[src/rtl/olgp_pkg.sv]
// Package for the octree leaf grid projection block.
// Holds command, mode and register codes, cell constants and the shared structs.
// No dependencies.
package olgp_pkg;

    // Commands carried by a request.
    localparam logic [1:0] CMD_CLEAR = 2'd0;
    localparam logic [1:0] CMD_PAINT = 2'd1;
    localparam logic [1:0] CMD_READ  = 2'd2;

    // Merge modes; any code with the upper bit set paints nothing.
    localparam logic [1:0] MODE_DEFAULT = 2'd0;
    localparam logic [1:0] MODE_MAXIMUM = 2'd1;

    // Configuration register indexes.
    localparam int CFG_IDX_W  = 3;
    localparam int CFG_DATA_W = 16;
    localparam logic [CFG_IDX_W-1:0] REG_GRID_WIDTH   = 3'd0;
    localparam logic [CFG_IDX_W-1:0] REG_GRID_HEIGHT  = 3'd1;
    localparam logic [CFG_IDX_W-1:0] REG_ORIGIN_KEY_X = 3'd2;
    localparam logic [CFG_IDX_W-1:0] REG_ORIGIN_KEY_Y = 3'd3;
    localparam logic [CFG_IDX_W-1:0] REG_FINEST_DEPTH = 3'd4;
    localparam logic [CFG_IDX_W-1:0] REG_MERGE_MODE   = 3'd5;

    // Register reset values.
    localparam logic [8:0]  RST_GRID_WIDTH   = 9'd256;
    localparam logic [8:0]  RST_GRID_HEIGHT  = 9'd256;
    localparam logic [15:0] RST_ORIGIN_KEY   = 16'd0;
    localparam logic [4:0]  RST_FINEST_DEPTH = 5'd16;
    localparam logic [1:0]  RST_MERGE_MODE   = MODE_MAXIMUM;

    // Cell values.
    localparam logic signed [7:0] CELL_UNKNOWN = -8'sd1;
    localparam logic signed [7:0] CELL_FREE    = 8'sd0;
    localparam logic signed [7:0] CELL_FULL    = 8'sd100;
    localparam logic [6:0]        PCT_MAX      = 7'd100;

    typedef struct packed {
        logic [1:0]  command;
        logic [15:0] key_x;
        logic [15:0] key_y;
        logic [4:0]  leaf_depth;
        logic [6:0]  occupancy_percent;
        logic        is_occupied;
        logic [7:0]  cell_x;
        logic [7:0]  cell_y;
    } req_t;

    typedef struct packed {
        logic signed [7:0] cell_value;
        logic              clipped;
    } rsp_t;

    typedef struct packed {
        logic [CFG_IDX_W-1:0]  index;
        logic [CFG_DATA_W-1:0] data;
    } cfg_wr_t;

    typedef struct packed {
        logic [8:0]  grid_width;
        logic [8:0]  grid_height;
        logic [15:0] origin_key_x;
        logic [15:0] origin_key_y;
        logic [4:0]  finest_depth;
        logic [1:0]  merge_mode;
    } cfg_regs_t;

    // Clamped footprint range along one axis.
    typedef struct packed {
        logic [8:0] lo;
        logic [8:0] hi;
        logic       empty;
        logic       clip;
    } axis_t;

    typedef struct packed {
        logic [1:0] mode;
        logic       occupied;
        logic [6:0] percent;
    } paint_op_t;

    typedef struct packed {
        logic rd_en;
        logic paint;
        logic clr;
    } grid_ctl_t;

endpackage

[src/rtl/olgp_axis_unit.sv]
// Footprint range unit: turns a leaf key, origin and footprint size into a
// clamped cell range along one axis. Shared by both axes. Depends on olgp_pkg.
module olgp_axis_unit import olgp_pkg::*;
(
    input  logic [15:0] key,
    input  logic [15:0] origin,
    input  logic [4:0]  shift,
    input  logic [8:0]  limit,
    output axis_t       result
);

    logic signed [16:0] start;
    logic [31:0]        span;
    logic signed [33:0] stop;
    logic [16:0]        lo;
    logic [32:0]        hi;
    logic               clip;

    assign start = $signed({1'b0, key}) - $signed({1'b0, origin});
    assign span  = 32'((33'd1 << shift) - 33'd1);
    assign stop  = 34'(start) + $signed({2'b00, span});

    // Both ends collapse onto zero when they fall below the map corner.
    assign lo   = start[16] ? 17'd0 : $unsigned(start);
    assign hi   = stop[33]  ? 33'd0 : $unsigned(stop[32:0]);
    assign clip = hi >= {24'd0, limit};

    always_comb
    begin
        result.clip  = clip;
        result.empty = lo >= {8'd0, limit};
        result.lo    = lo[8:0];
        result.hi    = clip ? limit - 9'd1 : hi[8:0];
    end

endmodule

[config.mk]
export PLATFORM = sky130hd
export DESIGN_NAME = olgp_axis_unit
export DESIGN_NICKNAME = d
export VERILOG_FILES = /design/src/rtl/olgp_pkg.sv /design/src/rtl/olgp_axis_unit.sv
export SDC_FILE = /design/constraint.sdc
export NUM_CORES = 1
export LEC_CHECK = 0
export BUFFER_PORTS_ARGS = -buffer_cell sky130_fd_sc_hd__buf_2
export CELL_PAD_IN_SITES_DETAIL_PLACEMENT = 1
export CELL_PAD_IN_SITES_GLOBAL_PLACEMENT = 1
export CORE_MARGIN = 2
export CORE_UTILIZATION = 43
export DETAILED_ROUTE_END_ITERATION = 8
export PLACE_DENSITY_LB_ADDON = 0.1
export SYNTH_ARGS = -nofsm -noshare
export SYNTH_HDL_FRONTEND = slang
export SYNTH_SLANG_ARGS = --single-unit
export TNS_END_PERCENT = 30
[constraint.sdc]
create_clock -name vclk -period 12.1
set_clock_uncertainty 0.05 [all_clocks]
set_input_delay 1.21 -clock vclk [all_inputs]
set_output_delay 1.21 -clock vclk [all_outputs]
set_load 0.03 [all_outputs]
==> results.json <==
{
  "status": "complete, no violations",
  "min_period_ns": 10.59,
  "yosysWarningCount": 0,
  "cp_slowest_cell": "a31oi_2",
  "grt_busiest_layer": "met2",
  "synth_area_um2": 3960,
  "num_vias": 4544,
  "wl_per_cell_um": 18.1,
  "critPathTopFamily": "compound AO/OA/AOI/OAI gates",
  "worst_pin_slew_ns": 0.915,
  "regArea_um2": 0,
  "fin_ws_ns": 1.51,
  "crit_buf_inv": 5,
  "report.final.hold_viol_count": 0,
  "die_h_um": 99.9,
  "ctsResizeCount": 0,
  "synth_compound_area_frac": 0.326,
  "max_cap_viol_count": 0,
  "clkbuf_count": 0,
  "drt_first_iter_violations": 143,
  "gr-usage-met1": 0.385,
  "met2_usage": 0.468,
  "crit_path_frequent_cell": "ha_1",
  "synth_xor_area_frac": 0.0997,
  "fillers": 1193,
  "place_ws_ns": 1.61,
  "tns_ns": 0,
  "max_freq_ghz": 0.0945,
  "area_growth_syn_to_layout_pct": 9.93,
  "grt_pass1_wl_mm": 22.8,
  "vdd_ir_drop_max_uv": 54.8,
  "p_leak_nw": 2.12,
  "num_antenna_cells": 0,
  "viasPerCell": 6.14,
  "grt_use_met3": 0.0132,
  "die_w_um": 99.9,
  "drive_above_1_share": 0.139,
  "gr-total-overflow": 0,
  "hpwl_mm": 11.4,
  "yosys.area_share.simple": 0.258,
  "final_max_slew_viol_count": 0,
  "worst_slew_margin_rel": 0.388,
  "switching_share": 0.627,
  "dp_cells": 740,
  "start_util": 0.449,
  "endpoint_kind": "output port",
  "switchingPower_mw": 0.298,
  "nNetsFinal": 751,
  "antenna_found_initial": 0,
  "seq_cell_count": 0,
  "hp-class": "input port to output port",
  "setup_viol": 0,
  "io_pins": 66,
  "arrival_ns": 9.33,
  "combPwrFrac": 1.000,
  "cts_setup_buffers": 0,
  "dieArea_um2": 9980,
  "fin_cells": 740,
  "syn_inst": 585,
  "port_buffers": 66,
  "syn-num-nets": 702,
  "ys_types": 70,
  "wl_mm": 13.4,
  "p_per_area_nw_per_um2": 110,
  "synth-seq-area-share": 0,
  "synth_top_family_by_area": "compound AO/OA/AOI/OAI gates",
  "finalCritPeriodShare": 0.875,
  "drc": 0,
  "clock_power_share": 0,
  "most-common-layout-cells": "ha_1 (69), buf_2 (66), nor2_1 (55), a21oi_1 (49), nand2_1 (42)",
  "gp_congestion": 0.904,
  "first_global_vias": 4629,
  "drtPass1Iterations": 4,
  "cts_hold_buf": 0,
  "grt_max_degree": 29,
  "slowest_delay_ns": 0.79,
  "start_kind": "input port",
  "rows": 34,
  "path_max_fanout": 16,
  "synth.avg_cell_area_um2": 6.76,
  "required_ns": 10.84,
  "seqPwrFrac": 0,
  "core-area_um2": 8810,
  "grtUsageTotal": 0.272,
  "path_class": "input port to output port",
  "internal-power_mw": 0.178,
  "final_common_cell": "ha_1",
  "rsz0062_at_grt": "no",
  "synth_fa_ha_area_frac": 0.228,
  "antenna_left": 0,
  "muxShareOfSynthArea": 0.0278
}
cell type report:
cell class | instances | area, µm² | share of cell area
multi-input cells | 524 | 3720 | 0.856
repair buffers | 67 | 338 | 0.0777
inverters | 41 | 154 | 0.0354
well taps | 108 | 135 | 0.0311
power groups by stage:
stage	clock [mW]	sequential [mW]	combinational [mW]
global route	0	0	0.524
global placement	0	0	0.455
CTS	0	0	0.470
floorplan	0	0	0.347
detailed placement	0	0	0.467
finish	0	0	0.476
layer usage:
| metal | share of wire | wire length [µm] | up-vias |
|---|---|---|---|
| met3 | 0.036 | 478 | 18 |
| met2 | 0.47 | 6250 | 105 |
| met1 | 0.49 | 6510 | 2187 |
| li1 | - | - | 2234 |
| met4 | 0.013 | 170 | 0 |
| met5 | 0 | 0 | - |
logic make-up after synthesis:
family          count (synthesis)
simple gates                  203
compound gates                193
fa+ha+maj                      71
buf+inv                        61
xor+xnor                       45
mux                            10
other cells                     2
metrics by stage:
| stage | total power, mW | instance area [µm²] | hold WS, ns | utilization |
|---|---|---|---|---|
| CTS | 0.470 | 4350 | 2.90 | 0.494 |
| global placement | 0.455 | 4350 | 2.87 | 0.494 |
| floorplan | 0.347 | 3960 | 2.66 | - |
| detailed placement | 0.467 | 4350 | 2.89 | 0.494 |
| finish | 0.476 | 4350 | 2.89 | 0.494 |
| global route | 0.524 | 4350 | 2.93 | 0.494 |
cell usage after synthesis (2+ instances only):
master / instances / area [µm²]
nand2b_1: 13 / 81.3
o41a_1: 2 / 22.5
a211oi_1: 5 / 37.5
clkbuf_1: 17 / 63.8
or2_2: 4 / 25.0
nand4_1: 6 / 37.5
fa_1: 2 / 40.0
a311o_1: 2 / 20.0
and2_1: 4 / 25.0
a21oi_2: 2 / 17.5
and3_1: 8 / 50.1
a31oi_2: 2 / 25.0
a2111oi_0: 2 / 17.5
a41oi_1: 4 / 35.0
nand3_1: 17 / 85.1
conb_1: 2 / 7.51
o21ai_0: 37 / 185
o32ai_1: 2 / 17.5
mux2i_1: 2 / 20.0
mux2_1: 4 / 45.0
mux2_2: 4 / 45.0
o22ai_1: 5 / 31.3
a21boi_0: 2 / 15.0
and4_1: 3 / 26.3
o2bb2ai_1: 2 / 17.5
o211ai_1: 6 / 45.0
nand3b_1: 3 / 22.5
nor4_1: 5 / 31.3
ha_1: 69 / 863
nor3_1: 16 / 80.1
o21bai_1: 4 / 30.0
nand2_1: 42 / 158
o2111ai_1: 2 / 17.5
a21oi_1: 49 / 245
inv_1: 40 / 150
xnor2_1: 26 / 228
a21o_1: 25 / 188
nor2_1: 55 / 206
xor2_1: 19 / 166
a31oi_1: 12 / 75.1
nor2b_1: 19 / 119
a211o_1: 4 / 35.0
o21a_1: 9 / 67.6
path summary, 6_finish.rpt:
check | from | to | slack [ns] | cells past startpoint
worst max-delay path | key[0] | result[4] | 1.51 | 35
worst min-delay path | limit[4] | result[6] | 2.89 | 4
Power figures use the tool's default switching activity.
