`config.mk`:
```
export PLATFORM = sky130hd
export DESIGN_NAME = olgp_cfg_regs_flat
export DESIGN_NICKNAME = d
export VERILOG_FILES = /design/src/rtl/olgp_pkg.sv /design/src/rtl/olgp_if.sv /design/src/rtl/olgp_cfg_regs.sv /design/src/flat_wrapper.sv
export SDC_FILE = /design/constraint.sdc
export NUM_CORES = 1
export LEC_CHECK = 0
export ABC_AREA = 1
export BUFFER_PORTS_ARGS = -buffer_cell sky130_fd_sc_hd__buf_2
export CORE_MARGIN = 5
export CORE_UTILIZATION = 23
export CTS_BUF_LIST = sky130_fd_sc_hd__clkbuf_4
export CTS_CLUSTER_DIAMETER = 30
export DETAILED_ROUTE_END_ITERATION = 10
export PLACE_DENSITY_LB_ADDON = 0.05
export SYNTH_ARGS = -nofsm -noshare
export SYNTH_HDL_FRONTEND = slang
export SYNTH_SLANG_ARGS = --single-unit
```
`constraint.sdc`:
```
create_clock -name clk -period 1.2 [get_ports clk]
set_input_delay 0.18 -clock clk [delete_from_list [all_inputs] [get_ports clk]]
set_output_delay 0.18 -clock clk [all_outputs]
set_load 0.005 [all_outputs]
```
`src/rtl/olgp_pkg.sv`:
```
// Package for the octree leaf grid projection block.
// Holds command, mode and register codes, cell constants and the shared structs.
// No dependencies.
package olgp_pkg;

    // Commands carried by a request.
    localparam logic [1:0] CMD_CLEAR = 2'd0;
    localparam logic [1:0] CMD_PAINT = 2'd1;
    localparam logic [1:0] CMD_READ  = 2'd2;

    // Merge modes; any code with the upper bit set paints nothing.
    localparam logic [1:0] MODE_DEFAULT = 2'd0;
    localparam logic [1:0] MODE_MAXIMUM = 2'd1;

    // Configuration register indexes.
    localparam int CFG_IDX_W  = 3;
    localparam int CFG_DATA_W = 16;
    localparam logic [CFG_IDX_W-1:0] REG_GRID_WIDTH   = 3'd0;
    localparam logic [CFG_IDX_W-1:0] REG_GRID_HEIGHT  = 3'd1;
    localparam logic [CFG_IDX_W-1:0] REG_ORIGIN_KEY_X = 3'd2;
    localparam logic [CFG_IDX_W-1:0] REG_ORIGIN_KEY_Y = 3'd3;
    localparam logic [CFG_IDX_W-1:0] REG_FINEST_DEPTH = 3'd4;
    localparam logic [CFG_IDX_W-1:0] REG_MERGE_MODE   = 3'd5;

    // Register reset values.
    localparam logic [8:0]  RST_GRID_WIDTH   = 9'd256;
    localparam logic [8:0]  RST_GRID_HEIGHT  = 9'd256;
    localparam logic [15:0] RST_ORIGIN_KEY   = 16'd0;
    localparam logic [4:0]  RST_FINEST_DEPTH = 5'd16;
    localparam logic [1:0]  RST_MERGE_MODE   = MODE_MAXIMUM;

    // Cell values.
    localparam logic signed [7:0] CELL_UNKNOWN = -8'sd1;
    localparam logic signed [7:0] CELL_FREE    = 8'sd0;
    localparam logic signed [7:0] CELL_FULL    = 8'sd100;
    localparam logic [6:0]        PCT_MAX      = 7'd100;

    typedef struct packed {
        logic [1:0]  command;
        logic [15:0] key_x;
        logic [15:0] key_y;
        logic [4:0]  leaf_depth;
        logic [6:0]  occupancy_percent;
        logic        is_occupied;
        logic [7:0]  cell_x;
        logic [7:0]  cell_y;
    } req_t;

    typedef struct packed {
        logic signed [7:0] cell_value;
        logic              clipped;
    } rsp_t;

    typedef struct packed {
        logic [CFG_IDX_W-1:0]  index;
        logic [CFG_DATA_W-1:0] data;
    } cfg_wr_t;

    typedef struct packed {
        logic [8:0]  grid_width;
        logic [8:0]  grid_height;
        logic [15:0] origin_key_x;
        logic [15:0] origin_key_y;
        logic [4:0]  finest_depth;
        logic [1:0]  merge_mode;
    } cfg_regs_t;

    // Clamped footprint range along one axis.
    typedef struct packed {
        logic [8:0] lo;
        logic [8:0] hi;
        logic       empty;
        logic       clip;
    } axis_t;

    typedef struct packed {
        logic [1:0] mode;
        logic       occupied;
        logic [6:0] percent;
    } paint_op_t;

    typedef struct packed {
        logic rd_en;
        logic paint;
        logic clr;
    } grid_ctl_t;

endpackage

```
`src/rtl/olgp_if.sv`:
```


interface olgp_cfg_if import olgp_pkg::*; ();
    logic    valid;
    logic    ready;
    cfg_wr_t payload;

    modport source (output valid, output payload, input ready);
    modport sink   (input valid, input payload, output ready);
endinterface

```
`src/rtl/olgp_cfg_regs.sv`:
```
// Configuration register file of the grid projection block.
// Depends on olgp_pkg and the olgp_cfg_if interface.
module olgp_cfg_regs import olgp_pkg::*;
(
    input  logic        clk,
    input  logic        rst_n,
    olgp_cfg_if.sink    cfg,
    output cfg_regs_t   regs
);

    cfg_regs_t regs_reg;

    assign cfg.ready = 1'b1;
    assign regs      = regs_reg;

    always_ff @(posedge clk or negedge rst_n)
    begin
        if (!rst_n)
        begin
            regs_reg.grid_width   <= RST_GRID_WIDTH;
            regs_reg.grid_height  <= RST_GRID_HEIGHT;
            regs_reg.origin_key_x <= RST_ORIGIN_KEY;
            regs_reg.origin_key_y <= RST_ORIGIN_KEY;
            regs_reg.finest_depth <= RST_FINEST_DEPTH;
            regs_reg.merge_mode   <= RST_MERGE_MODE;
        end
        else if (cfg.valid)
        begin
            unique case (cfg.payload.index)
                REG_GRID_WIDTH:   regs_reg.grid_width   <= cfg.payload.data[8:0];
                REG_GRID_HEIGHT:  regs_reg.grid_height  <= cfg.payload.data[8:0];
                REG_ORIGIN_KEY_X: regs_reg.origin_key_x <= cfg.payload.data;
                REG_ORIGIN_KEY_Y: regs_reg.origin_key_y <= cfg.payload.data;
                REG_FINEST_DEPTH: regs_reg.finest_depth <= cfg.payload.data[4:0];
                REG_MERGE_MODE:   regs_reg.merge_mode   <= cfg.payload.data[1:0];
                default:          ;
            endcase
        end
    end

endmodule

```
`src/flat_wrapper.sv`:
```
// flat-port wrapper written by rule: the top's interface ports become plain ports
module olgp_cfg_regs_flat import olgp_pkg::*;
  (clk, rst_n, regs, cfg_valid, cfg_payload, cfg_ready);
  olgp_cfg_if cfg_i ();
  input  logic clk;
  input  logic rst_n;
  output cfg_regs_t regs;
  input wire logic [$bits(cfg_i.valid)-1:0] cfg_valid;
  input wire logic [$bits(cfg_i.payload)-1:0] cfg_payload;
  output wire logic [$bits(cfg_i.ready)-1:0] cfg_ready;
  assign cfg_i.valid = cfg_valid;
  assign cfg_i.payload = cfg_payload;
  assign cfg_ready = cfg_i.ready;
  olgp_cfg_regs u_core (.clk(clk), .rst_n(rst_n), .cfg(cfg_i), .regs(regs));
endmodule
```
==> results of run 1 <==
final timing paths:
kind,slack [ns],cells past startpoint,end,startpoint
min,0.04,3,u_core.regs[56],cfg_payload[8]
max in group asynchronous,0.56,3,u_core.regs[6],rst_n
min in group asynchronous,0.31,3,u_core.regs[30],rst_n
max,-0.03,1,regs[47],u_core.regs[47]
max reg2reg,0.39,3,u_core.regs[47],u_core.regs[47]
min reg2reg,0.47,2,u_core.regs[0],u_core.regs[0]
through the flow:
step / hold slack (ns) / utilization / TNS [ns] / setup WS, ns
finish: 0.03779 / 0.3158 / -0.07484 / -0.03120
global route: 0.01398 / 0.3158 / -0.3514 / -0.1011
CTS: 0.008828 / 0.3145 / -0.2792 / -0.08092
detailed placement: 0.2183 / 0.2910 / 0 / 0.009613
global placement: 0.2245 / 0.2910 / 0 / 0.03782
floorplan: -0.1156 / - / 0 / 0.3171
cells in the final DEF, fill, tap and decap left out:
master	netlist	layout
nand2_1	136	136
buf_2	1	76
dfrtp_1	53	53
nand3_1	39	39
clkbuf_4	0	9
buf_4	5	9
dlygate4sd3_1	0	8
inv_1	6	6
buf_12	0	4
dfstp_2	4	4
nand2_2	3	3
nor2_4	3	3
nand2_4	3	3
nor2_1	2	2
clkinv_1	0	2
bufinv_16	0	2
clkinv_2	0	2
buf_6	4	2
nor2_2	1	1
conb_1	1	1
clkinvlp_4	0	1
repair_timing:
action / 4_1_cts / 5_1_grt
gates cloned: 0 / 0
setup buffers: 0 / 1
hold endpoints to repair: 62 / 0
setup endpoints to repair: 4 / 4
hold buffers: 8 / 0
gates resized for setup: 1 / 1
where the power goes:
part | leakage, nW | internal, W | switching [W]
sequential | 0.709 | 0.00230 | 0.000202
clock | 0.0808 | 0.000825 | 0.000748
combinational | 1.03 | 0.000495 | 0.000528
total | 1.82 | 0.00362 | 0.00148
routing by layer:
layer | up-vias | global-route usage | routed length (µm)
li1 | 1018 | - | -
met1 | 924 | 0.1744 | 3655
met2 | 58 | 0.1805 | 3110
met3 | 8 | 0.03859 | 433
met4 | 0 | 0.05109 | 95
met5 | - | 0 | 0
cell type report:
type | count | area share
tap | 136 | 0.05290
multi-input combinational | 188 | 0.2517
sequential | 57 | 0.4450
timing repair buffer | 99 | 0.1960
inverter | 6 | 0.007001
clock inverter | 7 | 0.02645
clock buffer | 9 | 0.02100
kinds of logic after synthesis:
family / Yosys count / share of synthesized area
AND/OR/NAND/NOR: 187 / 0.3407
other: 1 / 0.001586
flip-flops: 57 / 0.6053
buffers and inverters: 17 / 0.05238
worst register-to-register path, stage by stage, from the launching register on:
cell and delay (ns):
dfstp_2 0.56, buf_4 0.10, nand2_1 0.04, nand2_1 0.06
==> summary.md, run 1 <==
| Metric | Value |
|---|---|
| Total GRT Usage | `0.1252` |
| Share of layout cells above drive strength 1 | `0.3251` |
| Initial antenna violation count | `0` |
| Type of the worst min-delay path | `in -> reg` |
| Port Buffers | `78` |
| Number of filler cells placed in the layout | `1133` |
| Final instance area | `0.003217 mm²` |
| Ys Warns | `0` |
| Inst Count DP | `477` |
| Post-DP Area | `0.002964 mm²` |
| Crit path kind | `reg -> out` |
| DIE HEIGHT | `111.4 µm` |
| Routed WL | `7.294 mm` |
| Final non-filler cell total | `502` |
| Final setup viols | `4` |
| Vias | `2008` |
| Clk root buf | `clkbuf_4` |
| Syn_area_per_cell | `9.026 µm²` |
| Cell variety after synth | `15` |
| Final Slew Violations | `0` |
| Cell with the most instances after synthesis | `nand2_1` |
| Deepest clock path buffer count | `2` |
| Seq. cell area | `0.001431 mm²` |
| FF+latch count, synth | `57` |
| Die ar. | `0.01241 mm²` |
| Final worst-path cycle share | `1.026` |
| Ys flop type | `dfrtp_1` |
| Most instantiated cells after synthesis | `136 x nand2_1, 53 x dfrtp_1, 39 x nand3_1, 6 x inv_1, 5 x buf_4` |
| Status | `finished, violations left` |
| Post-Synthesis Cell Area | `0.002365 mm²` |
| RSZ-0062 raised after global routing | `true` |
| CP Capture Type | `output port` |
| Asr flop ratio synth | `1.000` |
| Final WS setup | `-0.03120 ns` |
| CTS tree | `yes` |
| Inserted Clock Buffers | `9` |
| Num Clock Sinks | `57` |
| DR pass1 iterations | `4` |
| DP Wirelength | `5.026 mm` |
| Crit path time final | `1.231 ns` |
| FP Rows | `37` |
| Max FO, Critical Path | `2` |
| Vias per cell | `4.000` |
| Buf/Inv on CP | `1` |
| Die width | `111.4 µm` |
| Top cells by area, synth | `dfrtp_1 56%, nand2_1 22%, nand3_1 8.3%` |
| Total of max-cap violations | `0` |
| Drt initial violations | `70` |
| CP required | `1.02 ns` |
| Initial core utilization | `0.2322` |
| Power, Total | `0.005093 W` |
| Latest clock arrival within the worst-skew pair | `0.38 ns` |
| Layout Nets | `383` |
| Synthesized instance count | `262` |
| Critical Path Start Type | `register` |
| Share of the synthesized area in the top cell type | `0.5608` |
| Crit-path slowest cell | `dfstp_2` |
| CP Data Arrival Time | `1.05 ns` |
| Max reg flops | `57` |
| Peak supply drop | `0.0004779 V` |
| DR WL/cell | `14.53 µm` |
| Post-synth EDFFs | `0` |
| Cell family with most CP delay | `flip-flops` |
| Pin count of the biggest net entering global routing | `58` |
| Routed Antenna Nets | `0` |
| Remaining DRCs | `0` |
| Worst path cell trace | `buf_6` |
| Area of the multi-input gates | `809.5 µm²` |
| Final Hold Viols | `0` |
| Synth-to-layout area growth | `36.03%` |
| Leak | `1.822 nW` |
| Max stage delay on crit path | `0.56 ns` |
| Max Fclk | `812.2 MHz` |
| Failing checks | `negative setup slack` |
| Number of global-route vias before repair | `2155` |
| Total core area | `0.01018 mm²` |
| Skew final | `0 ns` |
| First-pass GRT wire length | `12.01 mm` |
| Antenna Cells | `0` |
| I/O Pins | `80` |
| Syn Nets | `284` |
| Gp weighted congestion | `0.7204` |
| Reg clk slew, reported paths | `0.11 ns` |
| Global route overflow | `0` |
| Pwr Density | `1583 mW/mm²` |
| H-tree levels | `3` |
| Synth area leader | `dfrtp_1` |
| Seq/Total Area, Yosys | `0.6053` |
Note: power is estimated with default switching activity, not from simulation.
==> run 2, diff against run 1 <==
Clock period 1.2 ns to 1.5 ns, I/O delays scaled along.
==> run 2 against run 1 <==
The flow now finishes without violations. Non-clock buffer count decreased by 9. Sequential share of layout area is 1.7 points higher. First-iteration DRC count shrank 2.9%. Sequential power shrank 20%. Clock-buffer cell count stayed put. Clock power decreased by 17%. Cell area decreased by 3.7%. Combinational power is 23% lower. Clock skew is the same. Setup slack better by 0.23 ns.
==> summary.md, run 2 (synthesis results as in run 1) <==
| Metric | Value |
|---|---|
| Status | `complete, no violations` |
| Max Fclk | `769.9 MHz` |
| Routed Antenna Nets | `0` |
| Peak supply drop | `0.0004635 V` |
| Worst path cell trace | `buf_2` |
| DP Wirelength | `5.082 mm` |
| Final non-filler cell total | `493` |
| Final WS setup | `0.2012 ns` |
| Crit-path slowest cell | `dfstp_2` |
| DR pass1 iterations | `4` |
| Antenna Cells | `0` |
| Die ar. | `0.01241 mm²` |
| Most frequent cells in the layout | `136 x nand2_1, 78 x buf_2, 53 x dfrtp_1` |
| Inst Count DP | `474` |
| DR WL/cell | `14.82 µm` |
| Vias per cell | `4.020` |
| Synth-to-layout area growth | `30.95%` |
| Layout Nets | `374` |
| Place WS | `0.2301 ns` |
| Setup TNS | `0 ns` |
| Remaining DRCs | `0` |
| CP Capture Type | `output port` |
| Max FO, Critical Path | `2` |
| Type of the worst min-delay path | `in -> reg` |
| Hold_ws | `0.02238 ns` |
| Latest clock arrival within the worst-skew pair | `0.39 ns` |
| CP required | `1.27 ns` |
| Leak | `1.761 nW` |
| Skew final | `0 ns` |
| Crit path time final | `1.299 ns` |
| Final Slew Violations | `0` |
| Number of filler cells placed in the layout | `1134` |
| Final setup viols | `0` |
| Deepest clock path buffer count | `2` |
| Die width | `111.4 µm` |
| Critical Path Start Type | `register` |
| Inserted Clock Buffers | `9` |
| Leading cell type in the layout, fill and taps excluded | `nand2_1` |
| First-pass GRT wire length | `11.92 mm` |
| Total of max-cap violations | `0` |
| CP Data Arrival Time | `1.07 ns` |
| Routed WL | `7.305 mm` |
| Share of layout cells above drive strength 1 | `0.3249` |
| Number of global-route vias before repair | `2109` |
| FP Rows | `37` |
| Post-CTS setup buffers | `0` |
| FF-to-FF setup slack | `0.79 ns` |
| Drt initial violations | `68` |
| Final worst-path cycle share | `0.8659` |
| Buf/Inv on CP | `1` |
| Total GRT Usage | `0.1259` |
| CTS tree | `yes` |
| Reg clk slew, reported paths | `0.12 ns` |
| Global route overflow | `0` |
| I/O Pins | `80` |
| Initial antenna violation count | `0` |
| Max stage delay on crit path | `0.56 ns` |
| Num Clock Sinks | `57` |
| Seq. cell area | `0.001431 mm²` |
| Post-CTS sizing | `0` |
| Final core utilization | `0.3041` |
| Area of the multi-input gates | `809.5 µm²` |
| Pin count of the biggest net entering global routing | `58` |
| Gp weighted congestion | `0.7067` |
| Max reg flops | `57` |
| H-tree levels | `3` |
| Pwr Density | `1318 mW/mm²` |
| Clk root buf | `clkbuf_4` |
| Port Buffers | `78` |
| Vias | `1982` |
| Initial core utilization | `0.2322` |
| Cell family with most CP delay | `flip-flops` |
| DIE HEIGHT | `111.4 µm` |
| Total core area | `0.01018 mm²` |
| Final Hold Viols | `0` |
| Crit path kind | `reg -> out` |
| RSZ-0062 raised after global routing | `false` |
==> run 2: cell types whose count changed in the layout (fill, tap and decap cells not counted) <==
cell / change
buf_2: +2
buf_6: -2
clkinvlp_4: +2
buf_4: -1
clkinv_4: +1
dlygate4sd3_1: -5
clkinv_2: -2
buf_12: -3
clkinv_1: -1
==> run 2: metal layers <==
layer	track usage	vias up	routed length, µm
met3	0.04348	6	450
li1	-	999	-
met5	0	-	0
met2	0.1817	55	3173
met1	0.1747	922	3604
met4	0.04623	0	76
==> run 2: stage by stage <==
step,total power [W],cell area [µm²]
after floorplan,0.002338,2365
after global placement,0.002825,2904
after detailed placement,0.002827,2904
after CTS,0.004172,3097
after global routing,0.004389,3097
final,0.004082,3097
==> run 2: power by group <==
group / internal, W / switching, W / leakage, nW
sequential: 0.00184 / 0.000156 / 0.709
clock: 0.000672 / 0.000637 / 0.0758
combinational: 0.000357 / 0.000424 / 0.977
==> run 2: worst paths after layout <==
path / start / end / cells after the start
min in group asynchronous: rst_n / u_core.regs[16] / 3
worst max-delay path: u_core.regs[47] / regs[47] / 1
max in group asynchronous: rst_n / u_core.regs[6] / 3
worst min register to register: u_core.regs[6] / u_core.regs[6] / 2
worst max register to register: u_core.regs[47] / u_core.regs[47] / 2
worst min-delay path: cfg_payload[12] / u_core.regs[19] / 3
==> run 2: layout make-up <==
class | count | share of cell area
sequential | 57 | 0.4622
multi-input combinational | 188 | 0.2614
timing repair buffer | 90 | 0.1616
tap | 136 | 0.05495
clock inverter | 7 | 0.03071
clock buffer | 9 | 0.02182
inverter | 6 | 0.007273
==> run 2: repair_timing <==
item | in CTS | in global routing
endpoints found under the hold margin | 55 | 0
endpoints found under the setup margin | 0 | 0
hold buffers | 3 | 0
==> run 2: worst reg2reg max path, cell delays in order (launching register included) <==
cell     delay (ns)
dfstp_2        0.56
nand2_1        0.05
nand2_1        0.06
==> run 3, diff against run 2 <==
Settings changed: CORE_ASPECT_RATIO set to 1.4.
==> run 3 against run 2 <==
Cell count down 0.41%. Sequential power about the same. Die area up 0.23%. Non-clock buffer count down 1. Clock skew unchanged. Clock-buffer cell count unchanged. Largest cell class unchanged. Highest routed layer unchanged. Setup slack better by 0.012 ns.
==> summary.md, run 3 (synthesis results as in run 1) <==
| Metric | Value |
|---|---|
| CP Data Arrival Time | `1.06 ns` |
| Total GRT Usage | `0.1257` |
| Synth-to-layout area growth | `28.15%` |
| Gp weighted congestion | `0.6869` |
| Buf/Inv on CP | `1` |
| Antenna Cells | `0` |
| Die ar. | `0.01244 mm²` |
| Initial core utilization | `0.2363` |
| Final Hold Viols | `0` |
| Global route overflow | `0` |
| Deepest clock path buffer count | `2` |
| Cell family with most CP delay | `flip-flops` |
| Net Sw Power | `0.001162 W` |
| Final core utilization | `0.3028` |
| Leak | `1.740 nW` |
| Setup TNS | `0 ns` |
| Crit path time final | `1.287 ns` |
| Max FO, Critical Path | `2` |
| Max Fclk | `777.2 MHz` |
| Number of global-route vias before repair | `2103` |
| Vias per cell | `4.102` |
| CTS tree | `yes` |
| Reg power frac | `0.545` |
| Peak supply drop | `0.0003167 V` |
| Die width | `95.70 µm` |
| I/O Pins | `80` |
| Port Buffers | `78` |
| Initial antenna violation count | `0` |
| Leading cell type in the layout, fill and taps excluded | `nand2_1` |
| First-pass GRT wire length | `11.50 mm` |
| Remaining DRCs | `0` |
| Crit-path slowest cell | `dfstp_2` |
| Worst path cell trace | `buf_2` |
| DR pass1 iterations | `4` |
| Switching Fraction | `0.3172` |
| DP Wirelength | `5.129 mm` |
| Total of max-cap violations | `0` |
| Final WS setup | `0.2133 ns` |
| DIE HEIGHT | `130.0 µm` |
| Pin count of the biggest net entering global routing | `58` |
| Internal power | `0.002500 W` |
| Status | `complete, no violations` |
| Pwr Density | `1208 mW/mm²` |
| Post-CTS sizing | `0` |
| Place WS | `0.3025 ns` |
| Type of the worst min-delay path | `in -> reg` |
| CP required | `1.27 ns` |
| Share of layout cells above drive strength 1 | `0.3118` |
| Final Slew Violations | `0` |
| Num Clock Sinks | `57` |
| Power, Total | `0.003662 W` |
| Crit path kind | `reg -> out` |
| DR WL/cell | `14.86 µm` |
| Total core area | `0.01001 mm²` |
| FP Rows | `43` |
| Clk root buf | `clkbuf_4` |
| Comb pwr share | `0.212` |
| RSZ-0062 raised after global routing | `false` |
| Critical Path Start Type | `register` |
| Drt initial violations | `67` |
| Final setup viols | `0` |
| Max reg flops | `57` |
| Reg clk slew, reported paths | `0.10 ns` |
| Clock power frac | `0.243` |
| Layout Nets | `373` |
| Inserted Clock Buffers | `9` |
| Most frequent cells in the layout | `136 x nand2_1, 78 x buf_2, 53 x dfrtp_1` |
| Routed Antenna Nets | `0` |
| CP Capture Type | `output port` |
| Final worst-path cycle share | `0.8578` |
| Routed WL | `7.294 mm` |
| Latest clock arrival within the worst-skew pair | `0.40 ns` |
| H-tree levels | `3` |
| Skew final | `0 ns` |
| Max stage delay on crit path | `0.55 ns` |
| Vias | `2014` |
-- run 3: changes by cell type in the layout (fill, tap and decap cells not counted), sizes merged --
cell,delta
clkinv,+5
clkinvlp,-3
bufinv,-2
dlygate4sd3,-1
-- run 3: timing repair --
item	4_1_cts	5_1_grt
endpoints found under the setup margin	0	0
endpoints found under the hold margin	54	0
hold buffers	2	0
setup buffers	0	0
-- run 3: final timing paths --
path                                 startpoint  slack, ns               to  cells after the start
worst max-delay path             u_core.regs[0]       0.21          regs[0]                      1
worst min register to register   u_core.regs[6]       0.47   u_core.regs[6]                      2
worst max register to register  u_core.regs[47]       0.78  u_core.regs[47]                      2
worst min-delay path             cfg_payload[9]       0.04  u_core.regs[16]                      3
max in group asynchronous                 rst_n       0.83  u_core.regs[56]                      3
min in group asynchronous                 rst_n       0.35  u_core.regs[46]                      3
-- run 3: power groups by stage --
stage	registers (W)	logic (W)	clock network, W
floorplan	0.00204	0.000299	0
global placement	0.00204	0.000792	0
detailed placement	0.00204	0.000799	0
CTS	0.00201	0.000806	0.000943
global route	0.00204	0.000899	0.00101
finish	0.00200	0.000775	0.000891
-- run 3: final cells by class --
class / count / area, µm²
clock inverter: 7 / 27.53
fill: 1151 / 6977
inverter: 6 / 22.52
clock buffer: 9 / 67.56
sequential: 57 / 1431
timing repair buffer: 89 / 503.0
multi-input combinational: 188 / 809.5
tap: 135 / 168.9
-- run 3: metal layers --
metal / up-vias / track usage / share of wire
met5: - / 0 / 0
met4: 0 / 0.05528 / 0.016
met3: 8 / 0.03287 / 0.054
met2: 58 / 0.2019 / 0.49
met1: 946 / 0.1580 / 0.44
li1: 1002 / - / -
-- run 3: metrics by stage --
stage	std cells	area [µm²]	hold slack, ns
4_1_cts	491	3030	0.004974
2_1_floorplan	262	2365	-0.07059
5_1_grt	491	3030	0.009924
3_3_place_gp	473	2915	0.2702
6_report	491	3030	0.03898
3_5_place_dp	473	2915	0.2672
